File: src/rtl/edge_cost_sort_statistics_assert.svh
// ----------------------------------------------------------------------------
// Edge cost statistics assertion macros
// Shared property forms for the edge cost statistics block.
// ----------------------------------------------------------------------------
`ifndef EDGE_COST_SORT_STATISTICS_ASSERT_SVH
`define EDGE_COST_SORT_STATISTICS_ASSERT_SVH

// same-cycle implication
`define ECSS_ASSERT_IMP(lbl, ante, cons) \
	lbl: assert property (@(posedge clk) disable iff (!arst_n) (ante) |-> (cons)) \
		else $error("ecss assertion failed");

// next-cycle implication
`define ECSS_ASSERT_NXT(lbl, ante, cons) \
	lbl: assert property (@(posedge clk) disable iff (!arst_n) (ante) |=> (cons)) \
		else $error("ecss assertion failed");

`endif

File: src/rtl/ecss_div.sv
// ----------------------------------------------------------------------------
// Iterative divider
// Restoring division, one quotient bit per cycle.
// ----------------------------------------------------------------------------
`default_nettype none
module ecss_div #(
	parameter int NW = 27,
	parameter int DW = 12
) (
	input  wire logic          clk,
	input  wire logic          arst_n,
	input  wire logic          start,
	input  wire logic [NW-1:0] dividend,
	input  wire logic [DW-1:0] divisor,
	output logic               done,
	output logic [NW-1:0]      quotient
);
	localparam int CNT_W = $clog2(NW + 1);

	logic [DW:0]      rem_q;
	logic [NW-1:0]    quo_q;
	logic [DW-1:0]    dvs_q;
	logic [CNT_W-1:0] cnt_q;
	logic             busy_q;
	logic [DW:0]      rem_sh;
	logic             fits;

	assign rem_sh   = {rem_q[DW-1:0], quo_q[NW-1]};
	assign fits     = rem_sh >= {1'b0, dvs_q};
	assign quotient = quo_q;

	always_ff @(posedge clk or negedge arst_n) begin
		if (!arst_n) begin
			busy_q <= 1'b0;
			done   <= 1'b0;
			cnt_q  <= '0;
		end else begin
			done <= 1'b0;
			if (start) begin
				busy_q <= 1'b1;
				cnt_q  <= CNT_W'(NW);
			end else if (busy_q) begin
				cnt_q <= cnt_q - 1'b1;
				if (cnt_q == CNT_W'(1)) begin
					busy_q <= 1'b0;
					done   <= 1'b1;
				end
			end
		end
	end

	always_ff @(posedge clk) begin
		if (start) begin
			rem_q <= '0;
			quo_q <= dividend;
			dvs_q <= divisor;
		end else if (busy_q) begin
			rem_q <= fits ? (rem_sh - {1'b0, dvs_q}) : rem_sh;
			quo_q <= {quo_q[NW-2:0], fits};
		end
	end
endmodule
`default_nettype wire

File: config.mk
export PLATFORM = sky130hd
export DESIGN_NAME = ecss_div
export DESIGN_NICKNAME = d
export VERILOG_FILES = /design/src/rtl/edge_cost_sort_statistics_assert.svh /design/src/rtl/ecss_div.sv
export SDC_FILE = /design/constraint.sdc
export NUM_CORES = 1
export LEC_CHECK = 0
export BUFFER_PORTS_ARGS = -buffer_cell sky130_fd_sc_hd__buf_4
export CORE_AREA = 2 2 94 96
export DETAILED_ROUTE_END_ITERATION = 10
export DIE_AREA = 0 0 96 98
export HOLD_SLACK_MARGIN = 0.06
export MAX_ROUTING_LAYER = met4
export SETUP_SLACK_MARGIN = 0.1
export SLEW_MARGIN = 20
export SYNTH_ARGS = -nofsm -noshare
export SYNTH_HDL_FRONTEND = slang
export SYNTH_SLANG_ARGS = --single-unit
File: constraint.sdc
create_clock -name clk -period 2.51 [get_ports clk]
set_input_delay 0.502 -clock clk [delete_from_list [all_inputs] [get_ports clk]]
set_output_delay 0.502 -clock clk [all_outputs]
set_load 0.01 [all_outputs]
* Word-level counts from Yosys, hierarchy flattened
Index checks and enable logic that the tools add are counted.
** Storage, ports and cells
- Register bits :: 58
- Bits in latches :: 0
- Memory bits (writable) :: 0
- Memory bits (read-only) :: 0
- Input bits :: 42
- Logic and storage cells :: 22
- Memories kept :: 0
** Cells by class
- $add $sub $neg :: 2
- Multiply operators :: 0
- Div/mod/pow operators :: 0
- Order comparisons :: 1
- Eq/ne operators :: 1
- Shifts and indexed selects :: 0
- Multiplexer cells :: 11
- Bitwise logic cells :: 0
- Reductions and logical operators :: 1
** Operator list (count)
- $mux 27 :: 2
- $ge 13x12->1 :: 1
- $mux 12 :: 1
- $sub 12x12->12 :: 1
- $mux 5 :: 2
- $mux 1 :: 6
- $eq 5x1->1 const B :: 1
- $sub 5x1->5 const B :: 1
- $reduce_bool 2->1 :: 1

* Depth between registers and ports, before layout
- Word-level depth :: 4
- Mapped depth :: 10
- Depth with buffers taken out :: 9

* Worst setup path before layout
Ideal clock, no wire load.
- Kind :: register -> register
- From :: register dvs_q[1]
- To :: register quo_q[0], in the netlist quotient[0], data pin
- Arrival :: 1.928 ns
- Data required time :: 2.250 ns
- Path slack :: 0.322 ns
- Stages on the path, launching flop included :: 10
- Path buffers :: 2
- Cell sequence :: edfxtp_1 -> inv_1 -> ha_1 -> nor2b_1 -> o31ai_2 -> a31oi_1 -> a211o_1 -> buf_6 -> buf_12 -> mux2_2
** On the way
- Cells in the longest elaborated chain, start to end :: 3
** Ends and longest elaborated chain
- from (decl) :: RTL line ecss_div.sv:22 : logic [DW-1:0] dvs_q;
- from (signal assigned) :: RTL line ecss_div.sv:56 : dvs_q <= divisor;
- $ge 13x12->1 :: RTL line ecss_div.sv:29 : assign fits = rem_sh >= {1'b0, dvs_q};
- $mux 27 :: RTL line ecss_div.sv:57 : end else if (busy_q) begin
- $mux 27 :: RTL line ecss_div.sv:53 : if (start) begin
- to (signal assigned) :: RTL line ecss_div.sv:55 : quo_q <= dividend;
- to (signal assigned) :: RTL line ecss_div.sv:59 : quo_q <= {quo_q[NW-2:0], fits};
- to (decl) :: RTL line ecss_div.sv:21 : logic [NW-1:0] quo_q;
No other way between the ends. The select of a mux whose other input is x is not followed.
A chain may end at the register's enable or synchronous reset.

* Worst setup path in the final report
- From :: register dvs_q[6]
- To :: register rem_q[7]
** On the way
- Cells in the longest elaborated chain, start to end :: 2
** Ends and longest elaborated chain
- $sub 12x12->12 or $ge 13x12->1 (tied branches) :: RTL line ecss_div.sv:58, ecss_div.sv:29
- $mux 12 (*) :: RTL line ecss_div.sv:58 : rem_q <= fits ? (rem_sh - {1'b0, dvs_q}) : rem_sh;
- to (signal assigned) :: RTL line ecss_div.sv:58
- to (decl) :: RTL line ecss_div.sv:20 : logic [DW:0] rem_q;
Mark *: on every way between the ends. The rest lies on a longest branch, timed or not.

==> metrics <==
status finished, final reports clean; clock sinks 58; #FFs+latches synth 58; port bufs about 70; final RePlAce weighted congestion 0.882; number of synthesized flops with an enable pin 39; I/O pin count 70; Fin Hold WS roughly 340 ps; ys async rst share 0.121; Routed WL per cell approximately 15 microns; count of final max-slew check failures 0; global-route wire length before repair roughly 10 mm; min cycle time layout 2250 ps; commonest non-fill, non-tap cells in the layout buf_4, edfxtp_1, mux2_2; MaxCap Viol Count 0; cells after synthesis about 240; num rows 34; Total Wirelength about 6.3 mm; # setup viols final 0; crit start category flip-flop; peak supply drop roughly 330 uV; hold path startpoint divisor[5]; Syn Nets approximately 300; skew final approximately 4.7 ps; Final HPWL DP 4.41 mm; Final #Nets roughly 380; Diodes inserted 0; final hold viol count 0; Hold Path Stages 1; area of the mapped netlist ~0.003 sq mm; max_slew headroom 0.617; Primary FF master, synth edfxtp_1; Chip Height between 90 and 100 microns; Worst-Margin Slew between 500 and 600 ps; Initial Utilization 0.352; r2r setup slk 260 ps; share of the yosys chip area belonging to registers 0.533; DIE AREA 0.00941 sq mm; P_leak roughly 1.6 nW; clk buf depth 2; CTS tree built; post-CTS setup repair buffer count 0; crit-path cells inv_1, ha_1, a21oi_1, o21ai_0, a211o_1, buf_4, nor2_1, a311o_1; GRT Util Overall 0.150; most common cell after layout, fill and taps aside buf_4; Hold Path Sink dvs_q[5]$_DFFE_PP_; Worst Setup End Kind flip-flop; Final period util 0.898; CTS buffer count 9; routed vias/inst 4.86; Fin Setup TNS 0 ps; WP data arrival ~2500 ps; grt ovf 0; unrepaired setup endpoints after global routing yes; min-delay worst type in2reg; clock-pin slew of the registers on the worst-case setup and hold paths ~70 ps; reg2reg end rem_q[7]$_SDFFE_PP0P_; CP Class reg2reg; total core area about 0.0085 sq mm; Crit Path Max Fanout 14; drt first pass iters 4; H-tree Lvls 3; largest net degree at the start of global routing 29; Residual DRC 0; ratio of cells with drive above 1 in the final layout 0.384; DR iter-0 viols 65; reg2reg start dvs_q[6]$_DFFE_PP_; PwrDens about 880 mW/mm^2; number of global-route vias before repair around 2,200; via count 2,096; yosys warns 0; Root Buffer clkbuf_8; Fmax between 0.4 and 0.5 GHz; Die Width ~96 microns; cells on worst reg2reg path 8; initial antenna violation count 0; antenna-violating nets left 0; CP max-delay cell o21ai_0; Syn-to-layout area delta 28.7%; syn avg cell area around 12 sq um; max incr delay on CP ~370 ps; CP required between 2000 and 3000 ps; Skew-Pair Late Insertion Delay approximately 330 ps; number of library cell types mapped by synthesis around 50
## timing repair
item,4_1_cts,5_1_grt
hold buffers,1,0
setup endpoints to repair,0,4
gates resized for setup,0,1
endpoints found under the hold margin,7,0
## critical path, delay by kind of cell, from the launching register on
kind / cells / cell delay, ps
adders and majority gates: 1 / 350
buffers and inverters: 2 / 320
AOI/OAI and AO/OA: 4 / 1090
and+or+nand+nor: 1 / 80
DFF: 1 / 320
## through the flow
step | setup WS [ps] | std cells | power, mW | cell area, sq um | utilization
floorplan | 322 | 241 | 2.19 | 2980 | -
global placement | 243 | 414 | 2.44 | 3610 | 0.427
detailed placement | 217 | 414 | 2.46 | 3610 | 0.427
CTS | 203 | 431 | 3.41 | 3830 | 0.452
global route | 40.4 | 431 | 3.60 | 3830 | 0.453
finish | 256 | 431 | 3.38 | 3830 | 0.453
## registers in the layout, summed over array words and instances (netlist names)
signal / flops
done: 1
quotient: 27
rem_q: 12
cnt_q: 5
busy_q: 1
dvs_q: 12
## power breakdown
part           internal (mW)  switching [mW]  total [mW]
Clock                  0.547           0.380       0.927
Sequential              1.19           0.101        1.29
Combinational          0.593           0.566        1.16
## area by class of cell
| class | count | area, sq um |
|---|---|---|
| repair buffers | 75 | 566 |
| well taps | 108 | 135 |
| inverters | 16 | 60.1 |
| flip-flops and latches | 58 | 1590 |
| fillers | 817 | 4630 |
| clock inverters | 7 | 83.8 |
| multi-input cells | 158 | 1280 |
| clock buffers | 9 | 124 |
## Yosys cell counts, types with 3 or more instances
cell       n  area, sq um
edfxtp_1  39         1170
mux2_2    28          315
nand2_1   18         67.6
inv_1     16         60.1
ha_1      14          175
dfxtp_1   12          240
o21ai_0   12         60.1
nor2_1    10         37.5
xnor2_1    9         78.8
clkbuf_1   7         26.3
dfrtp_1    7          175
mux2i_1    7         70.1
a21oi_1    6         30.0
nand2b_1   5         31.3
nor2b_1    5         31.3
nor3_1     4         20.0
nand3_1    3         15.0
o21a_1     3         22.5
## routing by layer
metal  GRT usage  up-vias  routed length (microns)
li1            -     1028                        -
met1       0.200      994                     2960
met2       0.210       65                     2890
met3      0.0548        9                      369
met4      0.0473        0                       87
met5           -        -                        0
## cells by family (layout without fill, tap and decap cells)
| logic type | after synthesis | after routing | synth area share |
|---|---|---|---|
| fa+ha+maj | 15 | 15 | 0.0655 |
| simple gates | 54 | 54 | 0.0916 |
| xor+xnor | 11 | 11 | 0.0324 |
| mux | 36 | 36 | 0.134 |
| flops | 58 | 58 | 0.533 |
| buf+inv | 25 | 107 | 0.0395 |
| compound gates | 42 | 42 | 0.104 |
## worst max-delay path by stage
stage | startpoint | to | slack [ps] | cells past startpoint
after global placement | dvs_q[1]$_DFFE_PP_ | rem_q[1]$_SDFFE_PP0P_ | 240 | 9
after CTS | dvs_q[1]$_DFFE_PP_ | rem_q[8]$_SDFFE_PP0P_ | 200 | 9
after floorplan | dvs_q[1]$_DFFE_PP_ | quotient[0]$_DFFE_PP_ | 320 | 9
final | dvs_q[6]$_DFFE_PP_ | rem_q[7]$_SDFFE_PP0P_ | 260 | 8
after global routing | dvs_q[6]$_DFFE_PP_ | rem_q[7]$_SDFFE_PP0P_ | 40 | 8
after detailed placement | dvs_q[1]$_DFFE_PP_ | rem_q[1]$_SDFFE_PP0P_ | 220 | 9
Note: power is estimated with default switching activity, not from simulation.
